==> src/rtl/core/nfci_pkg.sv <==
`default_nettype none
// ----------------------------------------------------------------------------
// nfci_pkg: shared types and constants of the NOR flash command interface
// Holds the command bytes, identifier codes, the queued operation format and
// the state types used by the front and back parts.
// ----------------------------------------------------------------------------
package nfci_pkg;

  localparam int ARRAY_BYTES = 524288;
  localparam int ADDR_W      = 19;
  localparam int ARRAY_PAIRS = ARRAY_BYTES / 2;
  localparam int PAIR_W      = ADDR_W - 1;
  localparam int DATA_W      = 16;

  localparam int QUEUE_DEPTH = 2;
  localparam int QUEUE_PTR_W = 1;
  localparam int QUEUE_CNT_W = 2;

  // access kinds
  localparam logic ACC_READ  = 1'b0;
  localparam logic ACC_WRITE = 1'b1;

  // command bytes
  localparam logic [7:0] CMD_RESET        = 8'hF0;
  localparam logic [7:0] CMD_UNLOCK1      = 8'hAA;
  localparam logic [7:0] CMD_UNLOCK2      = 8'h55;
  localparam logic [7:0] CMD_AUTOSELECT   = 8'h90;
  localparam logic [7:0] CMD_FAST_EXIT    = 8'h90;
  localparam logic [7:0] CMD_PROGRAM      = 8'hA0;
  localparam logic [7:0] CMD_ERASE_SETUP  = 8'h80;
  localparam logic [7:0] CMD_CHIP_ERASE   = 8'h10;
  localparam logic [7:0] CMD_SECTOR_ERASE = 8'h30;
  localparam logic [7:0] CMD_FAST_ENTER   = 8'h20;

  localparam logic [11:0] UNLOCK1_OFFSET = 12'hAAA;
  localparam logic [11:0] UNLOCK2_OFFSET = 12'h555;

  localparam logic [11:0] ID_MFR_OFFSET = 12'h000;
  localparam logic [11:0] ID_DEV_OFFSET = 12'h001;
  localparam logic [DATA_W-1:0] MFR_CODE    = 16'h0004;
  localparam logic [DATA_W-1:0] DEVICE_CODE = 16'h220C;

  localparam logic [7:0] STATUS_DATA_MASK = 8'h80;
  localparam logic [7:0] STATUS_DONE      = 8'h04;
  localparam logic [7:0] ERASED_BYTE      = 8'hFF;

  // sector map boundaries (top boot)
  localparam logic [ADDR_W-1:0] SEC_BOOT_START  = 19'h60000;
  localparam logic [ADDR_W-1:0] SEC_MID32_START = 19'h64000;
  localparam logic [ADDR_W-1:0] SEC_PARAM_START = 19'h6C000;
  localparam logic [ADDR_W-1:0] SEC_HI32_START  = 19'h74000;
  localparam logic [ADDR_W-1:0] SEC_TOP16_START = 19'h7C000;
  localparam logic [ADDR_W-1:0] SIZE_64K        = 19'h10000;
  localparam logic [ADDR_W-1:0] SIZE_32K        = 19'h08000;
  localparam logic [ADDR_W-1:0] SIZE_16K        = 19'h04000;
  localparam logic [ADDR_W-1:0] SIZE_8K         = 19'h02000;

  typedef enum logic [1:0] {
    UNLOCK_IDLE   = 2'd0,
    UNLOCK_FIRST  = 2'd1,
    UNLOCK_SECOND = 2'd2
  } unlock_step_t;

  typedef enum logic [2:0] {
    OP_READ_BYTE,
    OP_READ_WORD,
    OP_READ_STATUS,
    OP_READ_CONST,
    OP_PROGRAM,
    OP_ERASE
  } op_code_t;

  // addr: byte address, or first pair (shifted up by one) for erase
  typedef struct packed {
    op_code_t          op_code;
    logic [ADDR_W-1:0] addr;
    logic [DATA_W-1:0] value;
    logic [PAIR_W-1:0] last_pair;
  } nfci_op_t;

  typedef enum logic [2:0] {
    BK_CLEAR,
    BK_IDLE,
    BK_READ,
    BK_PROGRAM,
    BK_ERASE
  } back_state_t;

  typedef struct packed {
    logic clearing;
  } back_status_t;

endpackage
`default_nettype wire

==> src/rtl/core/nfci_queue.sv <==
`default_nettype none
// ----------------------------------------------------------------------------
// nfci_queue: operation queue
// Short FIFO between decoder and array engine.
// ----------------------------------------------------------------------------
module nfci_queue (
  input  wire                clk,
  input  wire                rst,
  input  wire                push,
  input  nfci_pkg::nfci_op_t push_op,
  output logic               full,
  input  wire                pop,
  output nfci_pkg::nfci_op_t head,
  output logic               empty
);
  import nfci_pkg::*;

  nfci_op_t               slots [QUEUE_DEPTH];
  logic [QUEUE_PTR_W-1:0] wr_ptr;
  logic [QUEUE_PTR_W-1:0] rd_ptr;
  logic [QUEUE_CNT_W-1:0] count;

  assign full  = (count == QUEUE_CNT_W'(QUEUE_DEPTH));
  assign empty = (count == '0);
  assign head  = slots[rd_ptr];

  always_ff @(posedge clk) begin
    if (push) slots[wr_ptr] <= push_op;
  end

  always_ff @(posedge clk) begin
    if (rst) begin
      wr_ptr <= '0;
      rd_ptr <= '0;
      count  <= '0;
    end else begin
      if (push) wr_ptr <= QUEUE_PTR_W'(wr_ptr + 1'b1);
      if (pop)  rd_ptr <= QUEUE_PTR_W'(rd_ptr + 1'b1);
      if (push && !pop)      count <= QUEUE_CNT_W'(count + 1'b1);
      else if (pop && !push) count <= QUEUE_CNT_W'(count - 1'b1);
    end
  end

endmodule
`default_nettype wire

==> config.mk <==
export PLATFORM = sky130hd
export DESIGN_NAME = nfci_queue
export DESIGN_NICKNAME = d
export VERILOG_FILES = /design/src/rtl/core/nfci_pkg.sv /design/src/rtl/core/nfci_queue.sv
export SDC_FILE = /design/constraint.sdc
export NUM_CORES = 1
export LEC_CHECK = 0
export BUFFER_PORTS_ARGS = -buffer_cell sky130_fd_sc_hd__buf_2
export CORE_AREA = 5 5 120 122
export DETAILED_ROUTE_END_ITERATION = 16
export DIE_AREA = 0 0 125 127
export GPL_TIMING_DRIVEN = 1
export REMOVE_ABC_BUFFERS = 1
export SKIP_CTS_REPAIR_TIMING = 1
export SYNTH_ARGS = -nofsm -noshare
export SYNTH_HDL_FRONTEND = slang
export SYNTH_SLANG_ARGS = --single-unit
==> constraint.sdc <==
create_clock -name clk -period 6.1 [get_ports clk]
set_input_delay 0.305 -clock clk [delete_from_list [all_inputs] [get_ports clk]]
set_output_delay 0.305 -clock clk [all_outputs]
set_load 0.02 [all_outputs]
* Word-level counts from Yosys, hierarchy flattened
Memory sizes are Yosys's and may differ from the RTL's. A register that Yosys moved wholly into a read port is not among the register bits.
Cells that the tools add are included.
** Operators by class
- $add $sub $neg :: 4
- Reductions and logical operators :: 6
- Equal/unequal tests :: 1
- Muxes and demuxes :: 6
** Operators by type and width (number)
- $mux 1 :: 4
- $mux 2 :: 2
- $add 1x1->1 const B :: 2
- $add 2x1->2 const B :: 1
- $eq 2x2->1 const B :: 1
- $logic_and 1x1->1 :: 2
- $logic_not 1->1 :: 2
- $logic_not 2->1 :: 1
- $reduce_bool 2->1 :: 1
- $sub 2x1->2 const B :: 1
** Storage, ports and cells
- Input bits :: 60
- Memories kept :: 1
- Register bits :: 4
- RAM bits :: 112
- Logic and storage cells :: 21
- Output and inout bits :: 58
** Memory list
- slots :: words 2, bits a word 56, read ports 1, clocked after memory_dff 1, write ports 1, line nfci_queue.sv:18 : nfci_op_t slots [QUEUE_DEPTH];

* Longest topological paths before layout
- Word-level depth :: 4
- Gate-level depth with buffers :: 5
- Gate-level depth less buffers :: 5

* Worst setup path after synthesis
Ideal clock, no wire load.
- Path type :: register to register
- From :: register wr_ptr
- To :: memory slots[0][0] (netlist bit) (enable)
- Required time :: 5.623 ns
- Cell stages (with the launch flop) :: 2
- Path slack :: 2.801 ns
- Arrival time :: 2.822 ns
- Buffers on the path :: 0
- Cell sequence :: dfxtp_1 > nor2b_1
** RTL lines
- start: declaration :: line nfci_queue.sv:19 : logic [QUEUE_PTR_W-1:0] wr_ptr;
- start signal: assignment :: line nfci_queue.sv:37 : if (push) wr_ptr <= QUEUE_PTR_W'(wr_ptr + 1'b1);
- end: declaration :: line nfci_queue.sv:18
No word-level cell before the write port.

==> metrics.txt <==
maximum ir drop on the vdd rail 0.1467 mV; startpoint type of the worst setup path flip-flop; pin count of the biggest net entering global routing 45; Vias between 2000 and 2500; hold depth 1; sequential element share of the synthesized area between 80% and 90%; max-slew violations 0; ANT nets after route 0; synthesis warning total 0; CTS sink cnt roughly 120; GRT Overall Usage a little over a tenth; Ports around 120; final worst slack roughly 3.7 ns; Final Power between 2 and 2.5 mW; area grow syn2layout 31.17%; Hold Path Class in -> reg; synthesized cell area 4259 µm²; layout cells sized above 1 approximately 60%; Fin Setup TNS 0 ns; P_leak around 2.1 nW; Routed WL slightly above 8000 µm; Die Wd around 130 µm; CP max FO 38; max-cap violations 0; Die Height between 100 and 150 µm; H-tree depth 4; outcome completed; power per cell area ~370 nW/µm²; Clock transition at path regs ~0.050 ns; final setup vio count 0; DR WL/cell 15.85 µm; CP arrival about 2.1 ns; Crit Path Class reg -> out; PortBufs between 100 and 150; Reg-to-Reg Start wr_ptr; root buffer cell clkbuf_16; Reg2Reg Setup Slack between 4 and 5 ns; syn_area_per_cell 21.73 µm²; Die ar. 15880 µm²; critical path required time between 5 and 6 ns; # diodes 0; Hold Crit Start push_op[51]; Setup crit end kind primary output; r2r endpoint slots[1][22]; Initial Utilization about 33%; CTS tree done; Setup WS pre-CTS roughly 4 ns; met2 global-route usage 18.44%; Worst Hold End slots[1][51]; Longest Clk Path Bufs 2; vias in the first global route roughly 2500; grt met1 use between 10% and 20%; fin area roughly 5600 µm²; initial antenna violation count 0; Syn Inst Count 196; most frequent cells in the layout 117 x buf_2, 112 x edfxtp_1, 56 x mux2_2; Yosys reg bits about 120; period utilization 39.84%; Distinct cells, synth 17; Max-slew headroom 57.10%; worst hold slack 0.08932 ns; Std-Cell Rows 42; Max Fclk roughly 410 MHz; nets just under 400; aggregate global routing overflow 0; clock latency at the later pin of the worst-skew pair about 0.4 ns; Hold Fails Final Rpt 0; drt drc 0; GP Congestion roughly 0.68; post-DP HPWL between 5000 and 6000 µm; Initial DRC Count 88; most used routing layer met2; commonest non-fill, non-tap cell in the layout buf_2; r2r worst-path depth 2; Clock Skews around 0.0042 ns; met3 usage between 5 and 6%; first-pass GRT wire length 12880 µm; RSZ-0062 raised after global routing no; first drt pass iteration count 4; total CTS buffers 17; placed inst area just over 5000 µm²; worst slew pin tran 0.6435 ns; Vias/cell around 4.2; fin crit period between 2 and 2.5 ns; core box area 13090 µm²
[sequential cells by signal, indices dropped and copies added (netlist names), named ones only]
register  flops
rd_ptr        1
slots       112
count         2
wr_ptr        1
[power by group]
part / internal [mW] / total, mW / leakage, nW / switching, mW
sequential: 0.938 / 0.955 / 1.09 / 0.0167
clock: 0.589 / 0.909 / 0.261 / 0.320
combinational: 0.0901 / 0.222 / 0.744 / 0.132
[metrics by stage]
| step | util, % | std cells |
|---|---|---|
| floorplan | - | 190 |
| global placement | 38.52 | 486 |
| detailed placement | 38.52 | 486 |
| CTS | 42.69 | 517 |
| global route | 42.69 | 517 |
| finish | 42.69 | 517 |
[metal layers]
metal  vias to the layer above  share of wire (%)  routed length (µm)
met3                         9                6.7                 553
met1                      1071                 41                3361
met4                         0                1.1                  90
met5                         -                  0                   0
met2                        76                 51                4189
li1                       1037                  -                   -
[logic make-up after synthesis]
| logic type | synth area share [%] |
|---|---|
| and+or+nand+nor | 1.087 |
| muxes | 14.81 |
| xor gates and xnor gates | 0.8227 |
| adders and majority gates | 0.2937 |
| buffers and inverters | 1.439 |
| AOI/OAI and AO/OA | 0.2348 |
| DFF | 81.32 |
[worst max-delay path: stages (launching register included)]
cell and delay, ns:
dfxtp_2 0.61, buf_4 0.53, mux2_2 0.41, buf_2 0.16
[synthesized netlist by cell type (all sizes together)]
cell    instances  area, µm²
inv             1      3.750
a21oi           1      5.000
xor2            2      17.52
buf             6      57.55
ha              1      12.51
mux2           56      630.6
and2            1      6.260
o21ai           1      5.000
nor2b           1      6.260
edfxtp        112       3363
dfxtp           5      100.1
nor2            5      18.77
xnor2           2      17.52
and2b           1      8.760
or3             1      6.260
[how the worst max path moves through the flow]
stage / cells after the start / to / slack, ns
after floorplan: 1 / slots[0][0] / 2.80
after global placement: 3 / head[14] / 4.01
after detailed placement: 3 / head[14] / 4.01
after CTS: 3 / head[14] / 3.57
after global routing: 3 / head[14] / 3.50
final: 3 / head[14] / 3.67
[cell type report]
type / instances / area, µm²
Tap cell: 176 / 220.2
Clock buffer: 19 / 432.9
Multi-Input combinational cell: 72 / 743.2
Timing Repair Buffer: 120 / 608.1
Clock inverter: 12 / 113.9
Fill cell: 1199 / 7498
Inverter: 1 / 3.754
Sequential cell: 117 / 3465
(Power assumes the default switching activity.)
