### src/rtl/core/nfci_pkg.sv
`default_nettype none
// ----------------------------------------------------------------------------
// nfci_pkg: shared types and constants of the NOR flash command interface
// Holds the command bytes, identifier codes, the queued operation format and
// the state types used by the front and back parts.
// ----------------------------------------------------------------------------
package nfci_pkg;

  localparam int ARRAY_BYTES = 524288;
  localparam int ADDR_W      = 19;
  localparam int ARRAY_PAIRS = ARRAY_BYTES / 2;
  localparam int PAIR_W      = ADDR_W - 1;
  localparam int DATA_W      = 16;

  localparam int QUEUE_DEPTH = 2;
  localparam int QUEUE_PTR_W = 1;
  localparam int QUEUE_CNT_W = 2;

  // access kinds
  localparam logic ACC_READ  = 1'b0;
  localparam logic ACC_WRITE = 1'b1;

  // command bytes
  localparam logic [7:0] CMD_RESET        = 8'hF0;
  localparam logic [7:0] CMD_UNLOCK1      = 8'hAA;
  localparam logic [7:0] CMD_UNLOCK2      = 8'h55;
  localparam logic [7:0] CMD_AUTOSELECT   = 8'h90;
  localparam logic [7:0] CMD_FAST_EXIT    = 8'h90;
  localparam logic [7:0] CMD_PROGRAM      = 8'hA0;
  localparam logic [7:0] CMD_ERASE_SETUP  = 8'h80;
  localparam logic [7:0] CMD_CHIP_ERASE   = 8'h10;
  localparam logic [7:0] CMD_SECTOR_ERASE = 8'h30;
  localparam logic [7:0] CMD_FAST_ENTER   = 8'h20;

  localparam logic [11:0] UNLOCK1_OFFSET = 12'hAAA;
  localparam logic [11:0] UNLOCK2_OFFSET = 12'h555;

  localparam logic [11:0] ID_MFR_OFFSET = 12'h000;
  localparam logic [11:0] ID_DEV_OFFSET = 12'h001;
  localparam logic [DATA_W-1:0] MFR_CODE    = 16'h0004;
  localparam logic [DATA_W-1:0] DEVICE_CODE = 16'h220C;

  localparam logic [7:0] STATUS_DATA_MASK = 8'h80;
  localparam logic [7:0] STATUS_DONE      = 8'h04;
  localparam logic [7:0] ERASED_BYTE      = 8'hFF;

  // sector map boundaries (top boot)
  localparam logic [ADDR_W-1:0] SEC_BOOT_START  = 19'h60000;
  localparam logic [ADDR_W-1:0] SEC_MID32_START = 19'h64000;
  localparam logic [ADDR_W-1:0] SEC_PARAM_START = 19'h6C000;
  localparam logic [ADDR_W-1:0] SEC_HI32_START  = 19'h74000;
  localparam logic [ADDR_W-1:0] SEC_TOP16_START = 19'h7C000;
  localparam logic [ADDR_W-1:0] SIZE_64K        = 19'h10000;
  localparam logic [ADDR_W-1:0] SIZE_32K        = 19'h08000;
  localparam logic [ADDR_W-1:0] SIZE_16K        = 19'h04000;
  localparam logic [ADDR_W-1:0] SIZE_8K         = 19'h02000;

  typedef enum logic [1:0] {
    UNLOCK_IDLE   = 2'd0,
    UNLOCK_FIRST  = 2'd1,
    UNLOCK_SECOND = 2'd2
  } unlock_step_t;

  typedef enum logic [2:0] {
    OP_READ_BYTE,
    OP_READ_WORD,
    OP_READ_STATUS,
    OP_READ_CONST,
    OP_PROGRAM,
    OP_ERASE
  } op_code_t;

  // addr: byte address, or first pair (shifted up by one) for erase
  typedef struct packed {
    op_code_t          op_code;
    logic [ADDR_W-1:0] addr;
    logic [DATA_W-1:0] value;
    logic [PAIR_W-1:0] last_pair;
  } nfci_op_t;

  typedef enum logic [2:0] {
    BK_CLEAR,
    BK_IDLE,
    BK_READ,
    BK_PROGRAM,
    BK_ERASE
  } back_state_t;

  typedef struct packed {
    logic clearing;
  } back_status_t;

endpackage
`default_nettype wire

### src/rtl/core/nfci_in_if.sv
`default_nettype none
// ----------------------------------------------------------------------------
// nfci_in_if: bus access channel
// Valid/ready channel carrying one read or write access per transfer.
// ----------------------------------------------------------------------------
interface nfci_in_if;
  logic        valid;
  logic        ready;
  logic        command;
  logic [18:0] address;
  logic        word_access;
  logic [7:0]  write_byte;

  modport source (output valid, command, address, word_access, write_byte, input ready);
  modport sink   (input valid, command, address, word_access, write_byte, output ready);
endinterface
`default_nettype wire

### src/rtl/core/nfci_front.sv
`default_nettype none
// ----------------------------------------------------------------------------
// nfci_front: access decoder and command state
// Tracks unlock, ID, fast, program and armed states and turns each read,
// program write and erase command into an array operation for the back part.
// ----------------------------------------------------------------------------
module nfci_front (
  input  wire                   clk,
  input  wire                   rst,
  nfci_in_if.sink               access,
  input  wire                   q_full,
  input  nfci_pkg::back_status_t status,
  output logic                  push,
  output nfci_pkg::nfci_op_t    push_op
);
  import nfci_pkg::*;

  unlock_step_t      unlock_step, unlock_step_next;
  logic              id_mode, id_mode_next;
  logic              program_pending, program_pending_next;
  logic              fast_mode, fast_mode_next;
  logic              erase_armed, erase_armed_next;

  logic              accept;
  logic              op_valid;
  logic [ADDR_W-1:0] a;
  logic [7:0]        b;
  logic [ADDR_W-1:0] id_addr;
  logic [ADDR_W-1:0] sec_base;
  logic [ADDR_W-1:0] sec_size;
  logic [PAIR_W-1:0] sec_first;
  logic [PAIR_W-1:0] sec_last;

  assign a            = access.address;
  assign b            = access.write_byte;
  assign access.ready = !q_full && !status.clearing;
  assign accept       = access.valid && access.ready;
  assign push         = accept && op_valid;

  // sector containing the address
  always_comb begin
    if (a < SEC_BOOT_START) begin
      sec_base = {a[18:16], 16'h0000};
      sec_size = SIZE_64K;
    end else if (a < SEC_MID32_START) begin
      sec_base = SEC_BOOT_START;
      sec_size = SIZE_16K;
    end else if (a < SEC_PARAM_START) begin
      sec_base = SEC_MID32_START;
      sec_size = SIZE_32K;
    end else if (a < SEC_HI32_START) begin
      sec_base = {a[18:13], 13'h0000};
      sec_size = SIZE_8K;
    end else if (a < SEC_TOP16_START) begin
      sec_base = SEC_HI32_START;
      sec_size = SIZE_32K;
    end else begin
      sec_base = SEC_TOP16_START;
      sec_size = SIZE_16K;
    end
    sec_first = sec_base[ADDR_W-1:1];
    sec_last  = PAIR_W'(sec_first + sec_size[ADDR_W-1:1] - PAIR_W'(1));
  end

  // next command state
  always_comb begin
    unlock_step_next     = unlock_step;
    id_mode_next         = id_mode;
    program_pending_next = program_pending;
    fast_mode_next       = fast_mode;
    erase_armed_next     = erase_armed;
    if (access.command == ACC_WRITE) begin
      if (program_pending) begin
        program_pending_next = 1'b0;
      end else if (fast_mode) begin
        if (b == CMD_PROGRAM)   program_pending_next = 1'b1;
        if (b == CMD_FAST_EXIT) fast_mode_next = 1'b0;
      end else begin
        unique case (unlock_step)
          UNLOCK_FIRST: begin
            unlock_step_next = (b == CMD_UNLOCK2 && a[11:0] == UNLOCK2_OFFSET) ?
                               UNLOCK_SECOND : UNLOCK_IDLE;
          end
          UNLOCK_SECOND: begin
            erase_armed_next = 1'b0;
            if (b == CMD_RESET)       id_mode_next = 1'b0;
            if (b == CMD_AUTOSELECT)  id_mode_next = 1'b1;
            if (b == CMD_PROGRAM)     program_pending_next = 1'b1;
            if (b == CMD_ERASE_SETUP) erase_armed_next = 1'b1;
            if (b == CMD_FAST_ENTER)  fast_mode_next = 1'b1;
            unlock_step_next = UNLOCK_IDLE;
          end
          default: begin
            unlock_step_next = UNLOCK_IDLE;
            if (b == CMD_RESET) id_mode_next = 1'b0;
            if (b == CMD_UNLOCK1 && a[11:0] == UNLOCK1_OFFSET) unlock_step_next = UNLOCK_FIRST;
          end
        endcase
      end
    end
  end

  // operation handed to the back part
  always_comb begin
    op_valid          = 1'b0;
    push_op.op_code   = OP_READ_CONST;
    push_op.addr      = a;
    push_op.value     = '0;
    push_op.last_pair = '0;
    id_addr           = access.word_access ? a : {1'b0, a[ADDR_W-1:1]};
    if (access.command == ACC_READ) begin
      op_valid = 1'b1;
      if (fast_mode) begin
        push_op.op_code = OP_READ_STATUS;
      end else if (id_mode) begin
        push_op.op_code = OP_READ_CONST;
        if (!access.word_access && a[0]) begin
          push_op.value = '0;
        end else if (id_addr[11:0] == ID_MFR_OFFSET) begin
          push_op.value = MFR_CODE;
        end else if (id_addr[11:0] == ID_DEV_OFFSET) begin
          push_op.value = DEVICE_CODE;
        end
      end else begin
        push_op.op_code = access.word_access ? OP_READ_WORD : OP_READ_BYTE;
      end
    end else if (program_pending) begin
      op_valid        = 1'b1;
      push_op.op_code = OP_PROGRAM;
      push_op.value   = {8'h00, b};
    end else if (!fast_mode && unlock_step == UNLOCK_SECOND && erase_armed) begin
      if (b == CMD_CHIP_ERASE) begin
        op_valid          = 1'b1;
        push_op.op_code   = OP_ERASE;
        push_op.addr      = '0;
        push_op.last_pair = '1;
      end else if (b == CMD_SECTOR_ERASE) begin
        op_valid          = 1'b1;
        push_op.op_code   = OP_ERASE;
        push_op.addr      = {sec_first, 1'b0};
        push_op.last_pair = sec_last;
      end
    end
  end

  always_ff @(posedge clk) begin
    if (rst) begin
      unlock_step     <= UNLOCK_IDLE;
      id_mode         <= 1'b0;
      program_pending <= 1'b0;
      fast_mode       <= 1'b0;
      erase_armed     <= 1'b0;
    end else if (accept) begin
      unlock_step     <= unlock_step_next;
      id_mode         <= id_mode_next;
      program_pending <= program_pending_next;
      fast_mode       <= fast_mode_next;
      erase_armed     <= erase_armed_next;
    end
  end

endmodule
`default_nettype wire

### src/flat_wrapper.sv
// flat-port wrapper written by rule: the top's interface ports become plain ports
module nfci_front_flat import nfci_pkg::*;
  (clk, rst, q_full, status, push, push_op, access_valid, access_command, access_address, access_word_access, access_write_byte, access_ready);
  nfci_in_if access_i ();
  input  wire clk;
  input  wire rst;
  input  wire q_full;
  input  nfci_pkg::back_status_t status;
  output logic push;
  output nfci_pkg::nfci_op_t push_op;
  input wire logic [$bits(access_i.valid)-1:0] access_valid;
  input wire logic [$bits(access_i.command)-1:0] access_command;
  input wire logic [$bits(access_i.address)-1:0] access_address;
  input wire logic [$bits(access_i.word_access)-1:0] access_word_access;
  input wire logic [$bits(access_i.write_byte)-1:0] access_write_byte;
  output wire logic [$bits(access_i.ready)-1:0] access_ready;
  assign access_i.valid = access_valid;
  assign access_i.command = access_command;
  assign access_i.address = access_address;
  assign access_i.word_access = access_word_access;
  assign access_i.write_byte = access_write_byte;
  assign access_ready = access_i.ready;
  nfci_front u_core (.clk(clk), .rst(rst), .access(access_i), .q_full(q_full), .status(status), .push(push), .push_op(push_op));
endmodule
### config.mk
export PLATFORM = sky130hd
export DESIGN_NAME = nfci_front_flat
export DESIGN_NICKNAME = d
export VERILOG_FILES = /design/src/rtl/core/nfci_pkg.sv /design/src/rtl/core/nfci_in_if.sv /design/src/rtl/core/nfci_front.sv /design/src/flat_wrapper.sv
export SDC_FILE = /design/constraint.sdc
export NUM_CORES = 1
export LEC_CHECK = 0
export ABC_AREA = 1
export ABC_CLOCK_PERIOD_IN_PS = 2950
export BUFFER_PORTS_ARGS = -buffer_cell sky130_fd_sc_hd__clkbuf_2
export CAP_MARGIN = 10
export CORE_ASPECT_RATIO = 0.5
export CORE_MARGIN = 2
export CORE_UTILIZATION = 46
export CTS_BUF_LIST = sky130_fd_sc_hd__clkbuf_4 sky130_fd_sc_hd__clkbuf_8
export DETAILED_ROUTE_END_ITERATION = 10
export PLACE_DENSITY = 0.94
export SETUP_SLACK_MARGIN = 0.15
export SYNTH_ARGS = -nofsm -noshare
export SYNTH_HDL_FRONTEND = slang
export SYNTH_SLANG_ARGS = --single-unit
export TNS_END_PERCENT = 30
### constraint.sdc
create_clock -name clk -period 2.95 [get_ports clk]
set_input_delay 0.295 -clock clk [delete_from_list [all_inputs] [get_ports clk]]
set_output_delay 0.295 -clock clk [all_outputs]
set_load 0.005 [all_outputs]
== After elaboration in Yosys (flattened, before gate mapping) ==
Index checks and enable logic that the tools add are counted.
Storage, ports and cells
  register bits after elaboration: 6
  input bits: 34
  output and inout port bits: 58
Cells by class
  $add $sub $neg: 2
  order comparisons: 5
  eq/ne operators: 14
  muxes and demuxes: 53
  bitwise logic cells: 3
  reduce and logical (&&, ||, !) cells: 18
Operator list (count)
  $mux 19: 10
  $mux 16: 7
  $lt 19x19->1 const B: 5
  $mux 18: 5
  $mux 22: 3
  $eq 8x8->1 const B: 5
  $add 18x18->18: 1
  $mux 1: 18
  $sub 18x1->18 const B: 1
  $eq 8x6->1 const B: 2
  $mux 14: 1
  $eq 12x1->1 const B: 1
  $eq 12x11->1 const B: 1
  $eq 12x12->1 const B: 1
  $logic_not 12->1: 1
  $mux 12: 1
  $mux 3: 4
  $reduce_and 5->1: 2
  $eq 8x5->1 const B: 1
  $eq 8x7->1 const B: 1
  $logic_and 1x1->1: 8
  $mux 8: 1
  $logic_not 1->1: 4
  $pmux 2 s2: 1
  other kinds (8): 10

== Logic depth before layout (Yosys ltp) ==
Gate-level depths: netlist of the first run.
  depth after elaboration: 13
  gate-level depth with buffers: 15
  gate-level depth less buffers: 15

== Worst setup path before layout of the first run ==
Ideal clock, no wire load.
  path type: input to output
  start: in access_address[17]
  end: out push_op[17] in the netlist's numbering
  arrival: 2061 ps
  required time: 2655 ps
  setup slack: 594 ps
  stages on the path: 15
  path buffers: 0
  cell sequence: ha_1 -> inv_1 -> nor2_1 -> inv_1 -> ha_1 -> inv_1 -> ha_1 -> inv_1 -> fa_1 -> nand3b_1 -> nand2_1 -> nand2_1 -> nand3_1 -> nand2_1 -> inv_1
RTL lines
  from (decl): RTL line flat_wrapper.sv:13  | input wire logic [$bits(access_i.address)-1:0] access_address;
  to (decl): RTL line flat_wrapper.sv:10  | output nfci_pkg::nfci_op_t push_op;

==> results of run 1 <==
==> cell usage after synthesis, types with 2 or more instances <==
cell type	count
inv_1	58
nand2_1	55
nor2_1	48
nand3_1	23
buf_4	18
a21oi_1	14
ha_1	14
o21ai_0	12
nor2_2	11
dfxtp_1	6
nand4_1	3
nor2_4	3
nand2_4	2
nor3_1	2
==> registers in the layout, indices dropped and copies added, names as in the netlist <==
| register | count |
|---|---|
| u_core.unlock_step | 2 |
| u_core.id_mode | 1 |
| u_core.fast_mode | 1 |
| u_core.program_pending | 1 |
| u_core.erase_armed | 1 |
==> through the flow <==
| stage | total power, µW | setup WS (ns) | util (%) |
|---|---|---|---|
| 3_3_place_gp | 244 | 0.267 | 61.0 |
| 3_5_place_dp | 252 | 0.132 | 61.0 |
| 6_report | 385 | 0.301 | 63.8 |
| 2_1_floorplan | 188 | 0.594 | - |
| 4_1_cts | 379 | 0.205 | 62.6 |
| 5_1_grt | 416 | 0.111 | 63.8 |
==> power by group through the flow <==
stage               clock network [µW]  logic [µW]  registers [µW]
floorplan                            0         104            84.3
global placement                     0         159            84.3
detailed placement                   0         168            84.4
CTS                                126         170            83.2
global route                       131         202            83.2
finish                             122         179            83.2
==> cell families after synthesis <==
group	synth area share [%]
and+or+nand+nor	46.0
buffers and inverters	24.3
AOI/OAI and AO/OA	8.77
adders and majority gates	12.4
DFF	7.66
xor gates and xnor gates	0.558
other	0.239
==> worst max path at each step <==
stage,to,slack [ns],depth (start not counted)
4_1_cts,push_op[17],0.20,17
3_3_place_gp,push_op[17],0.27,17
6_report,push_op[17],0.30,17
3_5_place_dp,push_op[17],0.13,17
5_1_grt,push_op[17],0.11,17
2_1_floorplan,push_op[17],0.59,15
==> layer usage <==
layer / up-vias / wire length [µm] / GRT usage [%]
li1: 990 / - / -
met2: 98 / 2100 / 41.7
met5: - / 0 / 0
met4: 0 / 44 / 5.31
met3: 8 / 359 / 3.84
met1: 850 / 1670 / 22.3
==> timing repair <==
item / in CTS / in global routing
pin swaps: 0 / 3
gates resized for setup: 3 / 11
endpoints found under the setup margin: 1 / 1
hold buffers: 0 / 0
setup buffers: 0 / 1
==> worst max-delay path, cell delays in order <==
cell and delay [ns]:
buf_4 0.12, ha_4 0.15, inv_2 0.07, nor2_4 0.12, inv_1 0.06, ha_1 0.30
inv_1 0.07, ha_2 0.17, inv_1 0.06, fa_2 0.37, nand3b_1 0.19, nand2_1 0.07
nand2_1 0.04, nand3_1 0.05, nand2_1 0.05, inv_1 0.06, clkbuf_2 0.10
==> layout make-up <==
cell class                 instances  area (µm²)  area share [%]
tap                               40        50.0            2.52
sequential                         6         120            6.04
timing repair buffer              86         438            22.0
clock buffer                       3        41.3            2.08
inverter                          59         221            11.1
multi-input combinational        202        1120            56.2
==> layout by cell type (no fill, tap or decap), drive strengths merged <==
cell type	Yosys	routed
clkbuf	0	86
nor2	63	63
inv	59	59
nand2	58	58
nand3	24	24
a21oi	14	14
ha	14	14
o21ai	12	12
conb	1	6
dfxtp	6	6
nand4	3	3
buf	20	3
nor3	3	3
o211ai	1	1
xor2	1	1
nand3b	1	1
or2	1	1
fa	1	1
==> impl_metrics.ini, run 1 <==
[floorplan]
core_area_um2 = 3120
initial_utilization_pct = 50.3
ios = 92
fp.dieArea_um2 = 3920
dieHeight_um = 45.3
die_w_um = 86.6
placementRows = 14

[clock_network]
cts_tree = done
clock_path_buffers = 2
cts.sinks = 6
htree_num_levels = 1
cts_root_buf = clkbuf_8
numCtsBuffers = 3
clock_latency_ns = 0.22
cts.reportedPaths.clkPinSlew_ns = 0.04

[logic_synthesis]
synth_cell_types = 27
avgSynthCellArea_um2 = 5.56
ys.flop_type = dfxtp_1
synth-seq-cells = 6
synth_edf_count = 0
yosysWarnings = 0
yosys.area.top_type = inv_1
synth.top_cell.area_share_pct = 13.9
async_flop_share_pct = 0
syn_area_um2 = 1570
synth_seq_area_share_pct = 7.66
synth_area_leaders = inv_1 (14%), nand2_1 (13%), nor2_1 (11%)
synthesis.instances = 282

[routing]
vias_per_cell = 4.91
wl_per_cell_um = 10.6
initialDrtViolationCount = 146
wl_um = 4180
drc_errors = 0
firstDrtPassIters = 4
ant_nets = 0
vias = 1946

[grt]
overflow = 0
antenna_found_initial = 0
grt_pass1_vias = 1621
grt_max_degree = 31
grt.total_usage_pct = 20.5
grt_pass1_wl_um = 6460

[power_and_ir_drop]
power_density_nw_per_um2 = 193
pwr-share-clk_pct = 31.8
leakagePower_uw = 0.00123
switching_share_pct = 36.4
intPower_uw = 244
switching_power_uw = 140
max-vdd-ir-drop_mv = 0.106
p_comb_share_pct = 46.6
p_seq_share_pct = 21.6

[sta]
holdWs_ns = 0.280
period_share_pct = 89.8
fin_setup_tns_ns = 0
final-hold-violation-count = 0
fmax_mhz = 377
fin_skew_ns = 0.000542
finalSetupViolCount = 0
slew_violations = 0
finalCriticalPeriod_ns = 2.65
rsz0062_at_grt = no

[min_path]
min_path_cells = 2
min_from = rst
hold_path.class = in2reg
hold_end = u_core.fast_mode

[critical_path]
crit_type = in2out
crit_fanout = 4
crit_start = access_address[17]
ff2ff_path_depth = 7
ff2ff_setup_slack_ns = 1.68
rr_startpoint = u_core.program_pending
worstPathArrival_ns = 2.35
rr_endpoint = u_core.unlock_step[0]
required_ns = 2.65
endpoint_kind = primary output
start_kind = input port

[final_layout]
layout.nets = 407
area_delta_synth_final_pct = 26.8
fill_cells = 280
final_cell_area_um2 = 1990
instances_no_fill = 396
n_antenna_cell = 0
final_layout_size_suffix_gt1_share_pct = 33.1

[place]
port_buffers = 85
gp_congestion = 0.927
dpl.cell_count = 392
dp_hpwl_um = 3520
place_area_um2 = 1900

[status]
run_status = finished, final reports clean

[flow_run]
cap_viol_max_count = 0
Note: power is estimated with default switching activity, not from simulation.
==> inputs of run 2 (changes only) <==
- CORE_MARGIN: 2 -> 8
- GPL_TIMING_DRIVEN: unset -> 0
==> run 2 against run 1 <==
Compared with the run above:
- register-to-register slack got worse by 0.06 ns
- global-route usage is 4.8 points lower
- count of clock-buffer cells in the layout unchanged
- worst setup slack got worse by 0.0013 ns
- sequential power about the same
- cell area is 7.0% higher
- via count grew 1.8%
- combinational power about the same
- clock skew up 0.0012 ns
- critical path type unchanged
- highest routed layer unchanged
==> impl_metrics.ini, run 2 (synthesis results as in run 1) <==
[sta]
finalCriticalPeriod_ns = 2.65
slew_violations = 0
rsz0062_at_grt = no
final-hold-violation-count = 0
fin_setup_tns_ns = 0
finalSetupViolCount = 0
fmax_mhz = 377
fin_skew_ns = 0.00177
period_share_pct = 89.8
holdWs_ns = 0.284

[grt]
met2_usage_pct = 30.5
gr-usage-met3_pct = 4.24
grt_pass1_vias = 1808
grt_max_degree = 22
overflow = 0
grt.busiest_layer = met2
grt_pass1_wl_um = 7620
grt.total_usage_pct = 15.7
antenna_found_initial = 0
met1_usage_pct = 16.8

[power_and_ir_drop]
p_total_uw = 383
power_density_nw_per_um2 = 180
leakagePower_uw = 0.00133
max-vdd-ir-drop_mv = 0.101

[place]
dpl.cell_count = 413
port_buffers = 84
dp_hpwl_um = 4230
gp_congestion = 0.871

[critical_path]
required_ns = 2.65
ff2ff_path_depth = 9
ff2ff_setup_slack_ns = 1.62
crit_type = in2out
endpoint_kind = primary output
rr_endpoint = u_core.erase_armed
rr_startpoint = u_core.unlock_step[0]
start_kind = input port
worstPathArrival_ns = 2.36
crit_fanout = 5
crit_start = access_address[18]

[floorplan]
placementRows = 15
core_area_um2 = 3340
fp.dieArea_um2 = 5650
ios = 92
die_w_um = 98.6
initial_utilization_pct = 47.0
dieHeight_um = 57.3

[routing]
firstDrtPassIters = 4
vias = 1981
wl_um = 4810
ant_nets = 0
vias_per_cell = 4.76
drc_errors = 0
initialDrtViolationCount = 72
wl_per_cell_um = 11.6

[clock_network]
cts_root_buf = clkbuf_8
clock_latency_ns = 0.22
clock_path_buffers = 2
cts.reportedPaths.clkPinSlew_ns = 0.03
numCtsBuffers = 3
ctsHoldBuffers = 0
htree_num_levels = 1
cts.sinks = 6
cts_tree = done

[final_layout]
mostFrequentLayoutCells = clkbuf_2 (84), inv_1 (57), nand2_1 (55)
largest_register_ffs = 2
area_delta_synth_final_pct = 35.6
n_antenna_cell = 0
layout.nets = 425
largest-register = u_core.unlock_step
final_layout_size_suffix_gt1_share_pct = 35.8
instances_no_fill = 416
layout_commonest_cell = clkbuf_2

[min_path]
min_path_cells = 2
hold_end = u_core.fast_mode
hold_path.class = in2reg
min_from = rst

[flow_run]
cap_viol_max_count = 0

[status]
run_status = finished, final reports clean
run 2: changes by cell type in the layout (fill, tap and decap cells not counted):
cell / previous run / this run
a21oi_1: 12 / 13
o21ai_1: 1 / 0
buf_2: 0 / 1
buf_4: 3 / 18
clkbuf_2: 83 / 84
o21ai_0: 11 / 12
buf_12: 0 / 1
a21oi_2: 2 / 1
ha_2: 1 / 0
ha_1: 12 / 13
run 2: power breakdown:
part	switching [µW]	internal (µW)	total, µW
Combinational	103	75.6	178
Sequential	0.651	82.7	83.3
Clock	33.9	87.5	121
Total	137	246	383
run 2: worst max-delay path, cell delays in order:
cell,delay [ns]
clkbuf_2,0.15
ha_4,0.16
inv_2,0.06
a21oi_1,0.10
o21ai_0,0.10
ha_1,0.30
inv_1,0.06
ha_1,0.16
inv_1,0.06
fa_2,0.34
nand3b_1,0.18
nand2_1,0.08
nand2_1,0.05
nand3_1,0.06
nand2_1,0.05
inv_1,0.06
clkbuf_2,0.10
run 2: cell type report:
type | count | area, µm²
multi-input combinational | 202 | 1110
sequential | 6 | 120
fill | 321 | 1210
inverter | 59 | 221
tap | 42 | 52.6
clock buffer | 3 | 41.3
timing repair buffer | 84 | 420
buffer | 20 | 160
run 2: repair_timing:
action                     in CTS  in global routing
setup endpoints to repair       1                  2
gates resized for setup         1                  6
setup buffers                   0                  0
pin swaps                       0                  0
run 2: routing by layer:
| metal | vias up | part of all wire [%] |
|---|---|---|
| li1 | 1025 | - |
| met1 | 864 | 42 |
| met2 | 86 | 50 |
| met3 | 6 | 7.4 |
| met4 | 0 | 0.92 |
| met5 | - | 0 |
run 2: through the flow:
stage	utilization, %	setup WS [ns]	cell area [µm²]
after detailed placement	61.7	0.147	2060
after global placement	61.7	0.195	2060
after global routing	63.7	0.173	2130
final	63.7	0.300	2130
after CTS	63.0	0.172	2100
after floorplan	-	0.594	1590
run 2: worst max path at each step:
stage,end,depth (start not counted)
global route,push_op[17],17
finish,push_op[17],17
CTS,push_op[17],17
floorplan,push_op[17],15
detailed placement,push_op[17],17
global placement,push_op[17],17
==> inputs of run 3 (changes only) <==
- CELL_PAD_IN_SITES_DETAIL_PLACEMENT: unset -> 0
- CELL_PAD_IN_SITES_GLOBAL_PLACEMENT: unset -> 1
- CORE_MARGIN: 8 -> unset
- CORE_UTILIZATION: 46 -> 28
- CTS_BUF_LIST: sky130_fd_sc_hd__clkbuf_4 sky130_fd_sc_hd__clkbuf_8 -> sky130_fd_sc_hd__clkbuf_16
- PLACE_DENSITY: 0.94 -> 0.92
==> run 3 against run 2 <==
Compared with the run above:
- combinational power about the same
- first-iteration DRC count decreased by 43%
- cell area increased by 4.1%
- sequential power about the same
- critical path type unchanged
- core utilization decreased by 21 points
- highest routed layer unchanged
- flip-flop and latch count unchanged
- count of clock-buffer cells in the layout unchanged
==> impl_metrics.ini, run 3 (synthesis results as in run 1) <==
[floorplan]
ios = 92
fp.dieArea_um2 = 5930
core_area_um2 = 5160
die_w_um = 108
placementRows = 18
initial_utilization_pct = 30.4
dieHeight_um = 54.9

[sta]
fin_skew_ns = 0.000342
fmax_mhz = 381
fin_setup_tns_ns = 0
final-hold-violation-count = 0
period_share_pct = 89.1
finalSetupViolCount = 0
slew_violations = 0
finalCriticalPeriod_ns = 2.63
rsz0062_at_grt = no

[final_layout]
final_util_pct = 42.9
area_delta_synth_final_pct = 41.1
fill_cells = 577
mostFrequentLayoutCells = clkbuf_2 (82), inv_1 (57), nand2_1 (55)
layout.nets = 426
largest_register_ffs = 2
layout_commonest_cell = clkbuf_2
n_antenna_cell = 0
final_layout_size_suffix_gt1_share_pct = 36.5
largest-register = u_core.unlock_step

[min_path]
hold_path.class = in2reg
min_path_cells = 2

[power_and_ir_drop]
leakagePower_uw = 0.00135
power_density_nw_per_um2 = 219
p_total_uw = 485
max-vdd-ir-drop_mv = 0.130

[routing]
firstDrtPassIters = 4
initialDrtViolationCount = 41
wl_per_cell_um = 9.29
wl_um = 4140
drc_errors = 0
vias = 1873
ant_nets = 0
vias_per_cell = 4.21

[critical_path]
endpoint_kind = primary output
required_ns = 2.65
crit_type = in2out
crit_fanout = 5
start_kind = input port
cp_cell_sequence = buf_4 > ha_4 > inv_2 > a21oi_1 > o21ai_1 > ha_1 > inv_1 > ha_2 > inv_1 > fa_2 > buf_4 > xor2_1 > a21oi_1 > clkbuf_2
ff2ff_path_depth = 7
critPathSlowestCell = fa_2
slowest_delay_ns = 0.39
worstPathArrival_ns = 2.33

[grt]
grt_max_degree = 22
grt_pass1_wl_um = 6470
overflow = 0
grt.total_usage_pct = 14.1
antenna_found_initial = 0
grt_pass1_vias = 1412

[clock_network]
clock_path_buffers = 2
cts.sinks = 6
htree_num_levels = 1
cts.reportedPaths.clkPinSlew_ns = 0.03
clock_latency_ns = 0.23
cts_root_buf = clkbuf_16
cts_tree = done
numCtsBuffers = 3
ctsHoldBuffers = 0

[place]
dp_hpwl_um = 3650
port_buffers = 84
gp_congestion = 0.886

[flow_run]
cap_viol_max_count = 0

[status]
run_status = finished, final reports clean
==> run 3: routing by layer <==
layer | vias to the layer above | global-route usage [%] | part of all wire [%]
met2 | 60 | 24.4 | 43
met3 | 2 | 2.58 | 6.4
met4 | 0 | 4.11 | 0.65
li1 | 1028 | - | -
met5 | - | 0 | 0
met1 | 783 | 18.3 | 50
==> run 3: worst max-delay path, delay by kind of cell <==
family / cells / cell delay (ns)
AOI/OAI and AO/OA: 3 / 0.33
adders and majority gates: 4 / 0.99
xor gates and xnor gates: 1 / 0.14
buffers and inverters: 6 / 0.57
==> run 3: cell type report <==
class | instances | area [µm²] | area share, %
multi-input cells | 202 | 1120 | 50.5
repair buffers | 85 | 433 | 19.5
inverters | 59 | 221 | 10.0
plain buffers | 20 | 160 | 7.23
flip-flops and latches | 6 | 120 | 5.42
well taps | 70 | 87.6 | 3.95
clock buffers | 3 | 75.1 | 3.39
==> run 3: worst paths after layout <==
path,endpoint,slack [ns],start
setup / recovery,push_op[15],0.32,access_address[18]
hold reg to reg,u_core.erase_armed,0.52,u_core.erase_armed
hold / removal,u_core.program_pending,0.28,rst
setup reg to reg,u_core.unlock_step[0],1.67,u_core.program_pending
==> run 3: repair_timing <==
item,CTS,global route
endpoints found under the setup margin,1,2
pin swaps,0,6
gates resized for setup,1,14
setup buffers,0,1
hold endpoints to repair,0,0
==> run 3: where the power goes <==
part / switching (µW) / leakage, µW / internal (µW)
clock network: 47.4 / 0.0000370 / 174
logic: 101 / 0.00127 / 78.6
registers: 0.549 / 0.0000485 / 82.7
total: 149 / 0.00135 / 335
==> run 3: per-stage QoR <==
stage               area, µm²  instances  setup slack [ns]  hold WS, ns
finish                   2210        445             0.322        0.277
global route             2210        445             0.150        0.284
CTS                      2170        444             0.155        0.275
detailed placement       2100        441             0.158        0.510
global placement         2100        441             0.153        0.499
floorplan                1590        287             0.594        0.364
